$ cat config.mk
export PLATFORM = sky130hd
export DESIGN_NAME = duration_running_statistics_top_flat
export DESIGN_NICKNAME = d
export VERILOG_FILES = /design/src/drs_pkg.sv /design/src/drs_req_if.sv /design/src/drs_rsp_if.sv /design/src/drs_div.sv /design/src/drs_mul.sv /design/src/drs_sqrt.sv /design/src/duration_running_statistics_top.sv /design/src/flat_wrapper.sv
export SDC_FILE = /design/constraint.sdc
export NUM_CORES = 2
export LEC_CHECK = 0
export BUFFER_PORTS_ARGS = -buffer_cell sky130_fd_sc_hd__buf_2
export CAP_MARGIN = 20
export CORE_ASPECT_RATIO = 1.1
export CORE_MARGIN = 4
export CORE_UTILIZATION = 40
export CTS_BUF_LIST = sky130_fd_sc_hd__clkbuf_16
export DETAILED_ROUTE_END_ITERATION = 16
export SLEW_MARGIN = 5
export SYNTH_ARGS = -nofsm -noshare
export SYNTH_HDL_FRONTEND = slang
export SYNTH_HIERARCHICAL = 1
export SYNTH_SLANG_ARGS = --single-unit
$ cat constraint.sdc
create_clock -name clock -period 11.15 [get_ports clock]
set_input_delay 2.23 -clock clock [delete_from_list [all_inputs] [get_ports clock]]
set_output_delay 2.23 -clock clock [all_outputs]
set_load 0.05 [all_outputs]
$ cat src/drs_pkg.sv
`timescale 1ns / 1ps
// ----------------------------------------------------------------------------
// drs_pkg: shared constants and types for running duration statistics
// Field widths, fixed-point format, mode codes and controller states.
// ----------------------------------------------------------------------------
package drs_pkg;

   localparam int TIME_WIDTH = 32;
   localparam int FRAC_BITS  = 16;

   localparam int MODE_W   = 3;
   localparam int SAMPLE_W = 32;
   localparam int MEAN_W   = 48;
   localparam int SSD_W    = 64;
   localparam int CNT_W    = 32;
   localparam int WORD_W   = 64;
   localparam int DVS_W    = CNT_W;
   localparam int PROD_W   = 2 * WORD_W;
   localparam int ROOT_W   = 48;
   localparam int RAD_W    = 2 * ROOT_W;

   localparam logic [SAMPLE_W-1:0] TIME_MASK =
      (TIME_WIDTH >= SAMPLE_W) ? {SAMPLE_W{1'b1}}
                               : SAMPLE_W'((64'd1 << TIME_WIDTH) - 64'd1);

   localparam logic [MODE_W-1:0] MODE_START = MODE_W'(0);
   localparam logic [MODE_W-1:0] MODE_STOP  = MODE_W'(1);
   localparam logic [MODE_W-1:0] MODE_ADD   = MODE_W'(2);
   localparam logic [MODE_W-1:0] MODE_PAIR  = MODE_W'(3);
   localparam logic [MODE_W-1:0] MODE_CLEAR = MODE_W'(4);

   typedef enum logic [3:0] {
      ST_IDLE,
      ST_PREP,
      ST_MDIV_GO,
      ST_MDIV_WAIT,
      ST_MEAN,
      ST_MUL_GO,
      ST_MUL_WAIT,
      ST_SSD,
      ST_VDIV_GO,
      ST_VDIV_WAIT,
      ST_VAR,
      ST_SQRT_GO,
      ST_SQRT_WAIT,
      ST_DONE
   } drs_state_type;

endpackage

$ cat src/drs_req_if.sv
`timescale 1ns / 1ps
// ----------------------------------------------------------------------------
// drs_req_if: request channel
// Valid/ready channel carrying one timing command per transfer.
// ----------------------------------------------------------------------------
interface drs_req_if;
   logic                          valid;
   logic                          ready;
   logic [drs_pkg::MODE_W-1:0]    mode;
   logic [drs_pkg::SAMPLE_W-1:0]  start_us;
   logic [drs_pkg::SAMPLE_W-1:0]  stop_us;
   logic [drs_pkg::SAMPLE_W-1:0]  duration_us;

   modport source (output valid, output mode, output start_us, output stop_us,
                   output duration_us, input ready);
   modport sink   (input valid, input mode, input start_us, input stop_us,
                   input duration_us, output ready);
endinterface

$ cat src/drs_rsp_if.sv
`timescale 1ns / 1ps
// ----------------------------------------------------------------------------
// drs_rsp_if: response channel
// Valid/ready channel carrying the statistics snapshot of one command.
// ----------------------------------------------------------------------------
interface drs_rsp_if;
   logic                          valid;
   logic                          ready;
   logic                          sample_taken;
   logic [drs_pkg::SAMPLE_W-1:0]  last_us;
   logic [drs_pkg::MEAN_W-1:0]    mean_fixed;
   logic [drs_pkg::MEAN_W-1:0]    stddev_fixed;
   logic [drs_pkg::CNT_W-1:0]     sample_count;

   modport source (output valid, output sample_taken, output last_us,
                   output mean_fixed, output stddev_fixed, output sample_count,
                   input ready);
   modport sink   (input valid, input sample_taken, input last_us,
                   input mean_fixed, input stddev_fixed, input sample_count,
                   output ready);
endinterface

$ cat src/drs_div.sv
`timescale 1ns / 1ps
// ----------------------------------------------------------------------------
// drs_div: bit-serial restoring divider
// Divides a WORD_W dividend by a DVS_W divisor, one quotient bit per cycle.
// ----------------------------------------------------------------------------
module drs_div (
   input  logic                          clock,
   input  logic                          reset,
   input  logic                          start,
   input  logic [drs_pkg::WORD_W-1:0]    dividend,
   input  logic [drs_pkg::DVS_W-1:0]     divisor,
   output logic                          done,
   output logic [drs_pkg::WORD_W-1:0]    quotient,
   output logic [drs_pkg::DVS_W-1:0]     remainder
);
   localparam int N  = drs_pkg::WORD_W;
   localparam int DW = drs_pkg::DVS_W;
   localparam int CW = $clog2(N);

   logic          busy_ff, busy_in;
   logic          done_ff, done_in;
   logic [CW-1:0] cnt_ff, cnt_in;
   logic [N-1:0]  quo_ff, quo_in;
   logic [DW-1:0] rem_ff, rem_in;
   logic [DW-1:0] dvs_ff, dvs_in;
   logic [DW:0]   trial;
   logic          ge;

   assign trial = {rem_ff, quo_ff[N-1]};
   assign ge    = (trial >= {1'b0, dvs_ff});

   always_comb begin
      busy_in = busy_ff;
      done_in = 1'b0;
      cnt_in  = cnt_ff;
      quo_in  = quo_ff;
      rem_in  = rem_ff;
      dvs_in  = dvs_ff;
      if (start) begin
         busy_in = 1'b1;
         cnt_in  = CW'(N - 1);
         quo_in  = dividend;
         rem_in  = '0;
         dvs_in  = divisor;
      end else if (busy_ff) begin
         // shift in one dividend bit, subtract where it fits
         quo_in = {quo_ff[N-2:0], ge};
         rem_in = ge ? DW'(trial - {1'b0, dvs_ff}) : trial[DW-1:0];
         cnt_in = cnt_ff - CW'(1);
         if (cnt_ff == '0) begin
            busy_in = 1'b0;
            done_in = 1'b1;
         end
      end
   end

   always_ff @(posedge clock) begin
      if (reset) begin
         busy_ff <= 1'b0;
         done_ff <= 1'b0;
         cnt_ff  <= '0;
      end else begin
         busy_ff <= busy_in;
         done_ff <= done_in;
         cnt_ff  <= cnt_in;
      end
   end

   always_ff @(posedge clock) begin
      quo_ff <= quo_in;
      rem_ff <= rem_in;
      dvs_ff <= dvs_in;
   end

   assign done      = done_ff;
   assign quotient  = quo_ff;
   assign remainder = rem_ff;
endmodule

$ cat src/drs_mul.sv
`timescale 1ns / 1ps
// ----------------------------------------------------------------------------
// drs_mul: bit-serial shift-add multiplier
// Forms a * b + c, one multiplier bit per cycle.
// ----------------------------------------------------------------------------
module drs_mul (
   input  logic                          clock,
   input  logic                          reset,
   input  logic                          start,
   input  logic [drs_pkg::WORD_W-1:0]    a,
   input  logic [drs_pkg::WORD_W-1:0]    b,
   input  logic [drs_pkg::WORD_W-1:0]    c,
   output logic                          done,
   output logic [drs_pkg::PROD_W-1:0]    product
);
   localparam int N  = drs_pkg::WORD_W;
   localparam int CW = $clog2(N);

   logic          busy_ff, busy_in;
   logic          done_ff, done_in;
   logic [CW-1:0] cnt_ff, cnt_in;
   logic [N-1:0]  a_ff, a_in;
   logic [N-1:0]  hi_ff, hi_in;
   logic [N-1:0]  lo_ff, lo_in;
   logic [N:0]    sum;

   assign sum = {1'b0, hi_ff} + (lo_ff[0] ? {1'b0, a_ff} : '0);

   always_comb begin
      busy_in = busy_ff;
      done_in = 1'b0;
      cnt_in  = cnt_ff;
      a_in    = a_ff;
      hi_in   = hi_ff;
      lo_in   = lo_ff;
      if (start) begin
         // the addend starts in the high half and lands at bit 0 after N shifts
         busy_in = 1'b1;
         cnt_in  = CW'(N - 1);
         a_in    = a;
         hi_in   = c;
         lo_in   = b;
      end else if (busy_ff) begin
         hi_in  = sum[N:1];
         lo_in  = {sum[0], lo_ff[N-1:1]};
         cnt_in = cnt_ff - CW'(1);
         if (cnt_ff == '0) begin
            busy_in = 1'b0;
            done_in = 1'b1;
         end
      end
   end

   always_ff @(posedge clock) begin
      if (reset) begin
         busy_ff <= 1'b0;
         done_ff <= 1'b0;
         cnt_ff  <= '0;
      end else begin
         busy_ff <= busy_in;
         done_ff <= done_in;
         cnt_ff  <= cnt_in;
      end
   end

   always_ff @(posedge clock) begin
      a_ff  <= a_in;
      hi_ff <= hi_in;
      lo_ff <= lo_in;
   end

   assign done    = done_ff;
   assign product = {hi_ff, lo_ff};
endmodule

$ cat src/drs_sqrt.sv
`timescale 1ns / 1ps
// ----------------------------------------------------------------------------
// drs_sqrt: digit-serial integer square root
// Floor square root of a RAD_W radicand, one root bit per cycle.
// ----------------------------------------------------------------------------
module drs_sqrt (
   input  logic                          clock,
   input  logic                          reset,
   input  logic                          start,
   input  logic [drs_pkg::RAD_W-1:0]     radicand,
   output logic                          done,
   output logic [drs_pkg::ROOT_W-1:0]    root
);
   localparam int RW = drs_pkg::ROOT_W;
   localparam int DW = drs_pkg::RAD_W;
   localparam int CW = $clog2(RW);

   logic          busy_ff, busy_in;
   logic          done_ff, done_in;
   logic [CW-1:0] cnt_ff, cnt_in;
   logic [DW-1:0] rad_ff, rad_in;
   logic [RW:0]   rem_ff, rem_in;
   logic [RW-1:0] root_ff, root_in;
   logic [RW+2:0] trial_rem;
   logic [RW+2:0] trial;
   logic          ge;

   assign trial_rem = {rem_ff, rad_ff[DW-1 -: 2]};
   assign trial     = {1'b0, root_ff, 2'b01};
   assign ge        = (trial_rem >= trial);

   always_comb begin
      busy_in = busy_ff;
      done_in = 1'b0;
      cnt_in  = cnt_ff;
      rad_in  = rad_ff;
      rem_in  = rem_ff;
      root_in = root_ff;
      if (start) begin
         busy_in = 1'b1;
         cnt_in  = CW'(RW - 1);
         rad_in  = radicand;
         rem_in  = '0;
         root_in = '0;
      end else if (busy_ff) begin
         // bring down two radicand bits, try the next root bit
         rad_in  = {rad_ff[DW-3:0], 2'b00};
         rem_in  = ge ? (RW + 1)'(trial_rem - trial) : trial_rem[RW:0];
         root_in = {root_ff[RW-2:0], ge};
         cnt_in  = cnt_ff - CW'(1);
         if (cnt_ff == '0) begin
            busy_in = 1'b0;
            done_in = 1'b1;
         end
      end
   end

   always_ff @(posedge clock) begin
      if (reset) begin
         busy_ff <= 1'b0;
         done_ff <= 1'b0;
         cnt_ff  <= '0;
      end else begin
         busy_ff <= busy_in;
         done_ff <= done_in;
         cnt_ff  <= cnt_in;
      end
   end

   always_ff @(posedge clock) begin
      rad_ff  <= rad_in;
      rem_ff  <= rem_in;
      root_ff <= root_in;
   end

   assign done = done_ff;
   assign root = root_ff;
endmodule

$ cat src/duration_running_statistics_top.sv
`timescale 1ns / 1ps
// ----------------------------------------------------------------------------
// duration_running_statistics_top: running duration statistics
// Start/stop timing, Welford mean and squared-deviation update, and
// sample standard deviation in unsigned fixed point.
// ----------------------------------------------------------------------------
//  channel    dir  port      payload
//  request    in   req_chan  mode, start_us, stop_us, duration_us
//  response   out  rsp_chan  sample_taken, last_us, mean_fixed,
//                            stddev_fixed, sample_count
//
//  A command that takes no sample goes straight to the done state. One that
//  takes a sample runs a 64-step serial division (mean step), a 64-step serial
//  multiply and, once two samples are held, a second 64-step division (variance)
//  and a 48-step serial square root, each with its own go and wait states.
//  One command is in work at a time; req_chan.ready is high only when idle.
//  The response register holds a result until taken, while the next command
//  is accepted; finishing stalls only while that register is still full.
//  Reset is synchronous and clears all statistics.
// ----------------------------------------------------------------------------
module duration_running_statistics_top (
   input  logic      clock,
   input  logic      reset,
   drs_req_if.sink   req_chan,
   drs_rsp_if.source rsp_chan
);
   localparam int SW = drs_pkg::SAMPLE_W;
   localparam int MW = drs_pkg::MEAN_W;
   localparam int QW = drs_pkg::SSD_W;
   localparam int CW = drs_pkg::CNT_W;
   localparam int WW = drs_pkg::WORD_W;
   localparam int PW = drs_pkg::PROD_W;
   localparam int RW = drs_pkg::ROOT_W;
   localparam int F  = drs_pkg::FRAC_BITS;

   function automatic logic [SW-1:0] pair_sample(input logic [SW-1:0] t0,
                                                 input logic [SW-1:0] t1);
      logic [SW:0] diff;
      diff = {1'b0, t1 & drs_pkg::TIME_MASK} - {1'b0, t0 & drs_pkg::TIME_MASK};
      if (drs_pkg::TIME_WIDTH > SW && diff[SW])
         pair_sample = '1;
      else
         pair_sample = diff[SW-1:0] & drs_pkg::TIME_MASK;
   endfunction

   drs_pkg::drs_state_type state_ff, state_in;

   // statistics state
   logic [SW-1:0] last_ff, last_in;
   logic [CW-1:0] count_ff, count_in;
   logic [MW-1:0] mean_ff, mean_in;
   logic [QW-1:0] ssd_ff, ssd_in;
   logic          pending_ff, pending_in;
   logic [SW-1:0] start_time_ff, start_time_in;
   logic [RW-1:0] stddev_ff, stddev_in;

   // working registers
   logic          taken_ff, taken_in;
   logic [SW-1:0] s_ff, s_in;
   logic          below_ff, below_in;
   logic [WW-1:0] d1_ff, d1_in;
   logic [QW-1:0] var_ff, var_in;

   // response register
   logic          rsp_valid_ff, rsp_valid_in;
   logic          rsp_taken_ff;
   logic [SW-1:0] rsp_last_ff;
   logic [MW-1:0] rsp_mean_ff;
   logic [MW-1:0] rsp_stddev_ff;
   logic [CW-1:0] rsp_count_ff;
   logic          rsp_load;

   logic          accept;
   logic          take_sample;
   logic [WW-1:0] x_word;
   logic [WW-1:0] mean_word;
   logic [WW-1:0] new_mean;
   logic [PW-1:0] product;
   logic [WW-1:0] ssd_inc;
   logic [QW:0]   ssd_sum;
   logic [CW:0]   rem_twice;

   logic                    div_start, div_done;
   logic [WW-1:0]           div_dividend, div_quo;
   logic [drs_pkg::DVS_W-1:0] div_divisor, div_rem;
   logic                    mul_start, mul_done;
   logic [WW-1:0]           mul_b;
   logic                    sqrt_start, sqrt_done;
   logic [drs_pkg::RAD_W-1:0] sqrt_rad;
   logic [RW-1:0]           sqrt_root;

   assign req_chan.ready = (state_ff == drs_pkg::ST_IDLE);
   assign accept         = req_chan.valid & req_chan.ready;
   assign take_sample    = (req_chan.mode == drs_pkg::MODE_ADD) ||
                           (req_chan.mode == drs_pkg::MODE_PAIR) ||
                           (req_chan.mode == drs_pkg::MODE_STOP && pending_ff);

   assign x_word    = WW'(s_ff) << F;
   assign mean_word = WW'(mean_ff);
   assign new_mean  = below_ff ? mean_word - div_quo : mean_word + div_quo;
   assign ssd_inc   = (|product[PW-1:WW+F]) ? '1 : product[WW+F-1:F];
   assign ssd_sum   = {1'b0, ssd_ff} + {1'b0, ssd_inc};
   assign rem_twice = {div_rem, 1'b0};
   assign sqrt_rad  = drs_pkg::RAD_W'(var_ff) << F;
   assign mul_b     = (x_word >= mean_word) ? x_word - mean_word : mean_word - x_word;

   // next state
   always_comb begin
      state_in = state_ff;
      unique case (state_ff)
         drs_pkg::ST_IDLE:
            if (accept) state_in = take_sample ? drs_pkg::ST_PREP : drs_pkg::ST_DONE;
         drs_pkg::ST_PREP:      state_in = drs_pkg::ST_MDIV_GO;
         drs_pkg::ST_MDIV_GO:   state_in = drs_pkg::ST_MDIV_WAIT;
         drs_pkg::ST_MDIV_WAIT: if (div_done) state_in = drs_pkg::ST_MEAN;
         drs_pkg::ST_MEAN:      state_in = drs_pkg::ST_MUL_GO;
         drs_pkg::ST_MUL_GO:    state_in = drs_pkg::ST_MUL_WAIT;
         drs_pkg::ST_MUL_WAIT:  if (mul_done) state_in = drs_pkg::ST_SSD;
         drs_pkg::ST_SSD:
            state_in = (count_ff >= CW'(2)) ? drs_pkg::ST_VDIV_GO : drs_pkg::ST_DONE;
         drs_pkg::ST_VDIV_GO:   state_in = drs_pkg::ST_VDIV_WAIT;
         drs_pkg::ST_VDIV_WAIT: if (div_done) state_in = drs_pkg::ST_VAR;
         drs_pkg::ST_VAR:       state_in = drs_pkg::ST_SQRT_GO;
         drs_pkg::ST_SQRT_GO:   state_in = drs_pkg::ST_SQRT_WAIT;
         drs_pkg::ST_SQRT_WAIT: if (sqrt_done) state_in = drs_pkg::ST_DONE;
         drs_pkg::ST_DONE:
            if (!rsp_valid_ff || rsp_chan.ready) state_in = drs_pkg::ST_IDLE;
         default:               state_in = drs_pkg::ST_IDLE;
      endcase
   end

   // datapath control
   always_comb begin
      last_in       = last_ff;
      count_in      = count_ff;
      mean_in       = mean_ff;
      ssd_in        = ssd_ff;
      pending_in    = pending_ff;
      start_time_in = start_time_ff;
      stddev_in     = stddev_ff;
      taken_in      = taken_ff;
      s_in          = s_ff;
      below_in      = below_ff;
      d1_in         = d1_ff;
      var_in        = var_ff;
      rsp_load      = 1'b0;
      div_start     = 1'b0;
      div_dividend  = ssd_ff;
      div_divisor   = count_ff - CW'(1);
      mul_start     = 1'b0;
      sqrt_start    = 1'b0;
      unique case (state_ff)
         drs_pkg::ST_IDLE: begin
            if (accept) begin
               taken_in = take_sample;
               unique case (req_chan.mode)
                  drs_pkg::MODE_START: begin
                     start_time_in = req_chan.start_us & drs_pkg::TIME_MASK;
                     pending_in    = 1'b1;
                  end
                  drs_pkg::MODE_STOP: begin
                     s_in       = pair_sample(start_time_ff, req_chan.stop_us);
                     pending_in = 1'b0;
                  end
                  drs_pkg::MODE_ADD:  s_in = req_chan.duration_us;
                  drs_pkg::MODE_PAIR: s_in = pair_sample(req_chan.start_us, req_chan.stop_us);
                  drs_pkg::MODE_CLEAR: begin
                     last_in       = '0;
                     count_in      = '0;
                     mean_in       = '0;
                     ssd_in        = '0;
                     pending_in    = 1'b0;
                     start_time_in = '0;
                     stddev_in     = '0;
                  end
                  default: ;
               endcase
            end
         end
         drs_pkg::ST_PREP: begin
            last_in  = s_ff;
            count_in = (count_ff != '1) ? count_ff + CW'(1) : count_ff;
            below_in = (x_word < mean_word);
            d1_in    = (x_word < mean_word) ? mean_word - x_word : x_word - mean_word;
         end
         drs_pkg::ST_MDIV_GO: begin
            // round to nearest: add half the divisor first
            div_start    = 1'b1;
            div_dividend = d1_ff + WW'(count_ff >> 1);
            div_divisor  = count_ff;
         end
         drs_pkg::ST_MDIV_WAIT: ;
         drs_pkg::ST_MEAN:
            mean_in = (|new_mean[WW-1:MW]) ? '1 : new_mean[MW-1:0];
         drs_pkg::ST_MUL_GO:    mul_start = 1'b1;
         drs_pkg::ST_MUL_WAIT:  ;
         drs_pkg::ST_SSD: begin
            ssd_in = ssd_sum[QW] ? '1 : ssd_sum[QW-1:0];
            if (count_ff < CW'(2)) stddev_in = '0;
         end
         drs_pkg::ST_VDIV_GO:   div_start = 1'b1;
         drs_pkg::ST_VDIV_WAIT: ;
         drs_pkg::ST_VAR:
            var_in = div_quo + WW'(rem_twice >= {1'b0, count_ff - CW'(1)});
         drs_pkg::ST_SQRT_GO:   sqrt_start = 1'b1;
         drs_pkg::ST_SQRT_WAIT: if (sqrt_done) stddev_in = sqrt_root;
         drs_pkg::ST_DONE:      rsp_load = !rsp_valid_ff || rsp_chan.ready;
         default: ;
      endcase
   end

   assign rsp_valid_in = rsp_load | (rsp_valid_ff & ~rsp_chan.ready);

   drs_div u_div (
      .clock     (clock),
      .reset     (reset),
      .start     (div_start),
      .dividend  (div_dividend),
      .divisor   (div_divisor),
      .done      (div_done),
      .quotient  (div_quo),
      .remainder (div_rem)
   );

   drs_mul u_mul (
      .clock   (clock),
      .reset   (reset),
      .start   (mul_start),
      .a       (d1_ff),
      .b       (mul_b),
      .c       (WW'(1) << (F - 1)),
      .done    (mul_done),
      .product (product)
   );

   drs_sqrt u_sqrt (
      .clock    (clock),
      .reset    (reset),
      .start    (sqrt_start),
      .radicand (sqrt_rad),
      .done     (sqrt_done),
      .root     (sqrt_root)
   );

   always_ff @(posedge clock) begin
      if (reset) begin
         state_ff      <= drs_pkg::ST_IDLE;
         last_ff       <= '0;
         count_ff      <= '0;
         mean_ff       <= '0;
         ssd_ff        <= '0;
         pending_ff    <= 1'b0;
         start_time_ff <= '0;
         stddev_ff     <= '0;
         rsp_valid_ff  <= 1'b0;
      end else begin
         state_ff      <= state_in;
         last_ff       <= last_in;
         count_ff      <= count_in;
         mean_ff       <= mean_in;
         ssd_ff        <= ssd_in;
         pending_ff    <= pending_in;
         start_time_ff <= start_time_in;
         stddev_ff     <= stddev_in;
         rsp_valid_ff  <= rsp_valid_in;
      end
   end

   always_ff @(posedge clock) begin
      taken_ff <= taken_in;
      s_ff     <= s_in;
      below_ff <= below_in;
      d1_ff    <= d1_in;
      var_ff   <= var_in;
      if (rsp_load) begin
         rsp_taken_ff  <= taken_ff;
         rsp_last_ff   <= last_ff;
         rsp_mean_ff   <= mean_ff;
         rsp_stddev_ff <= stddev_ff;
         rsp_count_ff  <= count_ff;
      end
   end

   assign rsp_chan.valid        = rsp_valid_ff;
   assign rsp_chan.sample_taken = rsp_taken_ff;
   assign rsp_chan.last_us      = rsp_last_ff;
   assign rsp_chan.mean_fixed   = rsp_mean_ff;
   assign rsp_chan.stddev_fixed = rsp_stddev_ff;
   assign rsp_chan.sample_count = rsp_count_ff;
endmodule

$ cat src/flat_wrapper.sv
// flat-port wrapper written by rule: the top's interface ports become plain ports
module duration_running_statistics_top_flat 
  (clock, reset, req_chan_valid, req_chan_mode, req_chan_start_us, req_chan_stop_us, req_chan_duration_us, req_chan_ready, rsp_chan_valid, rsp_chan_sample_taken, rsp_chan_last_us, rsp_chan_mean_fixed, rsp_chan_stddev_fixed, rsp_chan_sample_count, rsp_chan_ready);
  drs_req_if req_chan_i ();
  drs_rsp_if rsp_chan_i ();
  input  logic clock;
  input  logic reset;
  input wire logic [$bits(req_chan_i.valid)-1:0] req_chan_valid;
  input wire logic [$bits(req_chan_i.mode)-1:0] req_chan_mode;
  input wire logic [$bits(req_chan_i.start_us)-1:0] req_chan_start_us;
  input wire logic [$bits(req_chan_i.stop_us)-1:0] req_chan_stop_us;
  input wire logic [$bits(req_chan_i.duration_us)-1:0] req_chan_duration_us;
  output wire logic [$bits(req_chan_i.ready)-1:0] req_chan_ready;
  output wire logic [$bits(rsp_chan_i.valid)-1:0] rsp_chan_valid;
  output wire logic [$bits(rsp_chan_i.sample_taken)-1:0] rsp_chan_sample_taken;
  output wire logic [$bits(rsp_chan_i.last_us)-1:0] rsp_chan_last_us;
  output wire logic [$bits(rsp_chan_i.mean_fixed)-1:0] rsp_chan_mean_fixed;
  output wire logic [$bits(rsp_chan_i.stddev_fixed)-1:0] rsp_chan_stddev_fixed;
  output wire logic [$bits(rsp_chan_i.sample_count)-1:0] rsp_chan_sample_count;
  input wire logic [$bits(rsp_chan_i.ready)-1:0] rsp_chan_ready;
  assign req_chan_i.valid = req_chan_valid;
  assign req_chan_i.mode = req_chan_mode;
  assign req_chan_i.start_us = req_chan_start_us;
  assign req_chan_i.stop_us = req_chan_stop_us;
  assign req_chan_i.duration_us = req_chan_duration_us;
  assign req_chan_ready = req_chan_i.ready;
  assign rsp_chan_valid = rsp_chan_i.valid;
  assign rsp_chan_sample_taken = rsp_chan_i.sample_taken;
  assign rsp_chan_last_us = rsp_chan_i.last_us;
  assign rsp_chan_mean_fixed = rsp_chan_i.mean_fixed;
  assign rsp_chan_stddev_fixed = rsp_chan_i.stddev_fixed;
  assign rsp_chan_sample_count = rsp_chan_i.sample_count;
  assign rsp_chan_i.ready = rsp_chan_ready;
  duration_running_statistics_top u_core (.clock(clock), .reset(reset), .req_chan(req_chan_i), .rsp_chan(rsp_chan_i));
endmodule
# --- Yosys cells after proc, flatten, opt, wreduce, memory -nomap -nowiden ---
# Cells that the tools add are included.
classes:
  addsub: 17
  magnitude_cmp: 7
  n_eq_ne: 27
  n_mux: 65
  n_bitwise: 7
  n_reduce_logical: 38
op_table:
  columns: ["op", "n"]
  rows:
  - ["$mux 64", 13]
  - ["$mux 48", 5]
  - ["$pmux 32 s2", 3]
  - ["$mux 32", 5]
  - ["$mux 80", 2]
  - ["$pmux 48 s3", 1]
  - ["$pmux 64 s2", 1]
  - ["$sub 48x48->49", 2]
  - ["$pmux 32 s3", 1]
  - ["$pmux 48 s2", 1]
  - ["$sub 32x32->32", 3]
  - ["$ge 33x32->1", 2]
  - ["$add 64x64->65", 1]
  - ["$add 64x65->65", 1]
  - ["$add 48x64->64", 1]
  - ["$add 64x1->64", 1]
  - ["$add 64x31->64", 1]
  - ["$sub 48x64->64", 1]
  - ["$pmux 4 s14", 1]
  - ["$ge 51x50->1", 1]
  - ["$mux 49", 1]
  - ["$sub 49x49->49", 1]
  - ["$ge 48x48->1", 1]
  - ["$lt 48x48->1", 1]
  - ["other kinds (40)", 110]
word_totals:
  regBits: 1106
  word_cells: 200

# --- Logic depth before layout (Yosys ltp) ---
logic_depth:
  ltp_word: 6
  mapped_depth: 35
  depth_no_buf: 32

# --- Modules after synthesis ---
# Netlist, hierarchy kept.
by_module_without_submodules:
  columns: ["mod", "instances", "cells_per_inst", "area_each_um2", "seq_area_each_um2"]
  rows:
  - ["duration_running_statistics_top", 1, 4566, 39784.4, 14493.9]
  - ["drs_mul", 1, 1067, 11672.4, 5925.7]
  - ["drs_sqrt", 1, 1092, 11153.2, 4984.8]
  - ["drs_div", 1, 651, 7250.7, 3683.5]

# --- Worst setup path before layout ---
# No wires, ideal clock.
synth_timing:
  path_kind: "input to register"
  from: "in rsp_chan_ready"
  to: "reg u_core.rsp_last_ff[0] (netlist: u_core/rsp_chan.last_us[0]) (enable)"
  setup_ns: 0.686
  arrival_ns: 8.980
  required_time_ns: 10.464
  setup_slack_ns: 1.484
  path_stages: 2
  path_buffers: 0
  cell_sequence: "nor2b_1 nor2_1"
synth_between:
  elab_chain_cells: 2
synth_rtl:
  columns: ["item", "line_no", "source"]
  rows:
  - ["start: declaration", "flat_wrapper.sv:20", "input wire logic [$bits(rsp_chan_i.ready)-1:0] rsp_chan_ready;"]
  - ["$logic_or 1x1->1", "duration_running_statistics_top.sv:207", "drs_pkg::ST_DONE: rsp_load = !rsp_valid_ff || rsp_chan.ready;"]
  - ["$mux 1", "duration_running_statistics_top.sv:152", "unique case (state_ff)"]
  - ["net u_core.rsp_load", "duration_running_statistics_top.sv:71", "logic rsp_load;"]
  - ["end signal: assignment", "duration_running_statistics_top.sv:277", "rsp_last_ff <= last_ff;"]
  - ["end: declaration", "duration_running_statistics_top.sv:67", "logic [SW-1:0] rsp_last_ff;"]
# The timed path passes the listed nets, and every way through them passes these cells.
# A chain may end at the register's enable or synchronous reset.

# --- Worst setup path after layout ---
layout_timing:
  from: "reg u_core.count_ff[4]"
  to: "reg u_core.var_ff[63] (data pin)"
layout_between:
  elab_chain_cells: 3
layout_rtl:
  columns: ["item", "line_no", "source"]
  rows:
  - ["start: declaration", "duration_running_statistics_top.sv:50", "logic [CW-1:0] count_ff, count_in;"]
  - ["start signal: assignment", "duration_running_statistics_top.sv:259", "count_ff <= count_in;"]
  - ["$sub 32x1->32", "duration_running_statistics_top.sv:204", "var_in = div_quo + WW'(rem_twice >= {1'b0, count_ff - CW'(1)});"]
  - ["$ge 33x32->1", "duration_running_statistics_top.sv:204", null]
  - ["$add 64x1->64", "duration_running_statistics_top.sv:204", null]
  - ["end signal: assignment", "duration_running_statistics_top.sv:274", "var_ff <= var_in;"]
  - ["end: declaration", "duration_running_statistics_top.sv:62", "logic [QW-1:0] var_ff, var_in;"]
# No other way between the ends.

==> summary.txt <==
Min path
  • Worst Hold Depth: 0
  • Worst Hold Endpoint: u_core/rsp_chan.sample_taken
  • Tightest Hold Check Type: flip-flop to flip-flop
  • Hold Startpoint: u_core/taken_ff

Finish
  • Finished Core Util: 45.0%
  • Area growth, synth to finish: 11.6%
  • Post-Layout Cell Count: 9,920
  • Commonest cells after routing, fill and taps aside: edfxtp_1 (692), a21oi_1 (679), nor2_1 (613), nand2_1 (583), ha_1 (428)
  • Layout cells sized above 1: 12.5%
  • NumNets Final: 8,076
  • Commonest non-fill, non-tap cell in the layout: edfxtp_1
  • Fill count: 16,613

Power and ir drop
  • Leakage: 30.6 nW
  • VDD IR-drop max: 0.000238 V
  • Pwr dens: 271 nW/um2
  • Total power: 21.2 mW

Critical path
  • CP max-delay cell: o311ai_2
  • Crit-path max cell delay: 0.69 ns
  • CP Launch Type: flip-flop
  • Worst Reg-to-Reg Cells: 25
  • Reg2reg setup slack: 2.51 ns
  • Critical Path AT: 9.17 ns
  • Worst EP required: 11.68 ns
  • Top delay family on crit path: simple AND/OR/NAND/NOR gates
  • Setup Crit Path Kind: flip-flop to flip-flop
  • Crit Reg-Reg Startpoint: u_core/count_ff[4]
  • Worst Path Buf+Inv: 0
  • Critical path peak fanout: 14
  • Critical path launch point: u_core/count_ff[4]
  • Worst r2r dst: u_core/var_ff[63]
  • CP endpoint kind: flip-flop

Timing
  • Slew Viols, Final: 0
  • Final Hold Viols: 0
  • Post-Route Setup TNS: 0 ns
  • Setup violators final: 0
  • Post-layout min period: 8.64 ns
  • Clock Skew: 0.0344 ns
  • Fin crit share: 77.5%
  • Fmax: 0.116 GHz
  • Actual slew at the worst max-slew pin: 1.22 ns
  • RSZ-0062 raised after global routing: false
  • Rel. slew slack: 17.4%

Drt
  • Iteration-0 DRC Markers: 4,367
  • Pre-Repair DR Iteration Count: 7
  • Vias per cell: 5.66
  • DRC: 0
  • Antenna Violating Nets Remaining: 0
  • Vias: 56,135
  • DR WL/cell: 22.0 um
  • Total wire length: 218 mm

Floorplan
  • DIE HEIGHT: 446 um
  • Initial core utilization: 40.3%
  • Row count: 160
  • I/O pin count: 266
  • Die X: 406 um
  • Core Area: 173,000 um2
  • Die area: 181,000 um2

Place
  • Placed Instances: 9,670
  • Post-DP HPWL: 163 mm
  • IO Port Bufs: 265
  • Routability cong.: 0.946

Synth
  • Synth cell types: 104
  • Mapped Area: 69,900 um2
  • Number of flops mapped to enable cells by yosys: 692
  • Synth Instances: 7,376
  • Sequential-to-total area share from yosys stat: 41.6%
  • Async SR Flop Fraction: 0%
  • Main synth FF type: edfxtp_1
  • Number of synthesized register bits: 1,107
  • Post-synthesis area per instance: 9.47 um2
  • Yosys warns: 6

Clocking
  • CTS tree: built
  • Htree depth: 4
  • Hold-fix buffers, CTS: 0
  • Clock transition at path regs: 0.06 ns
  • Post-CTS Setup Repair Bufs: 0
  • Worst-Skew Late Latency: 0.80 ns
  • Post-cts sizing count: 0
  • TritonCTS Buffers: 132
  • Clk buf depth: 3
  • CTS Root Cell: clkbuf_16
  • Clk sinks: 1,107

Global routing
  • Pin count of the biggest net entering global routing: 205
  • Initial antenna violation count: 11
  • Vias in the first global route: 54,236
  • Total gr overflow: 0
  • First-pass GRT wire length: 328 mm
  • All-layer global routing usage: 23.3%

Flow run
  • Max-cap violations: 0

Status
  • Status: finished clean
synthesized netlist by cell type (all sizes together), types with 171 or more instances:
master	n	area share (%)
a21o	256	2.8
a21oi	702	5.2
clkbuf	348	1.9
dfxtp	415	12
edfxtp	692	30
ha	428	7.7
inv	254	1.4
mux2	238	3.8
nand2	588	3.2
nand3	171	1.2
nor2	617	3.3
o21ai	414	3.0
xnor2	359	4.5
xor2	231	2.9
worst max-delay path by stage:
stage               cells past startpoint  slack [ns]                          to
finish                                 25        2.51           u_core/var_ff[63]
global route                           29        1.63           u_core/var_ff[57]
CTS                                    25        2.47           u_core/var_ff[63]
detailed placement                     25        2.52           u_core/var_ff[63]
global placement                       25        2.23           u_core/var_ff[63]
floorplan                               2        1.48  u_core/rsp_chan.last_us[0]
metal layers:
layer / routed length [um] / global-route usage [%] / vias to the layer above
met5: 10 / 0 / -
li1: - / - / 27086
met3: 11900 / 3.72 / 404
met2: 99700 / 38.1 / 1569
met4: 13000 / 12.5 / 2
met1: 93100 / 29.7 / 27074
per-stage QoR:
stage	hold WS (ns)	instance area, um2	worst slack, ns
floorplan	0.400	70200	1.48
global placement	0.405	73500	2.23
detailed placement	0.412	73500	2.52
CTS	0.424	77900	2.47
global route	0.432	78000	1.63
finish	0.422	78000	2.51
cell type report:
cell class	instances	area [um2]	share of cell area [%]
Timing Repair Buffer	356	2070	2.65
Multi-Input combinational cell	5687	38600	49.5
Sequential cell	1107	29100	37.3
Inverter	254	956	1.23
Tap cell	2268	2840	3.64
Antenna cell	3	7.51	0.00963
Clock buffer	134	3350	4.30
Clock inverter	111	1040	1.34
power breakdown:
| group | total (mW) | internal [mW] | switching, mW | leakage [nW] |
|---|---|---|---|---|
| clock | 4.37 | 2.50 | 1.86 | 2.19 |
| sequential | 6.62 | 5.56 | 1.06 | 9.60 |
| combinational | 10.2 | 3.86 | 6.31 | 18.8 |
| total | 21.2 | 11.9 | 9.23 | 30.6 |
cell families after synthesis:
group	Yosys count	share of synthesized area, %
fa+ha+maj	435	7.87
mux	352	5.47
xor+xnor	590	7.40
buf+inv	676	3.80
compound gates	2013	18.5
other cells	2	0.0107
simple gates	2201	15.3
flops	1107	41.6
flip-flops by register name (all words and copies together) (netlist names), 49 cells and up:
register	count
u_core/d1_ff	49
u_core/u_mul/lo_ff	64
u_core/u_mul/a_ff	64
u_core/var_ff	64
u_core/u_sqrt/rad_ff	96
u_core/ssd_ff	64
u_core/u_mul/hi_ff	64
u_core/u_div/quotient	64
u_core/u_sqrt/rem_ff	49
No activity file was read; power rests on OpenSTA's default activity.
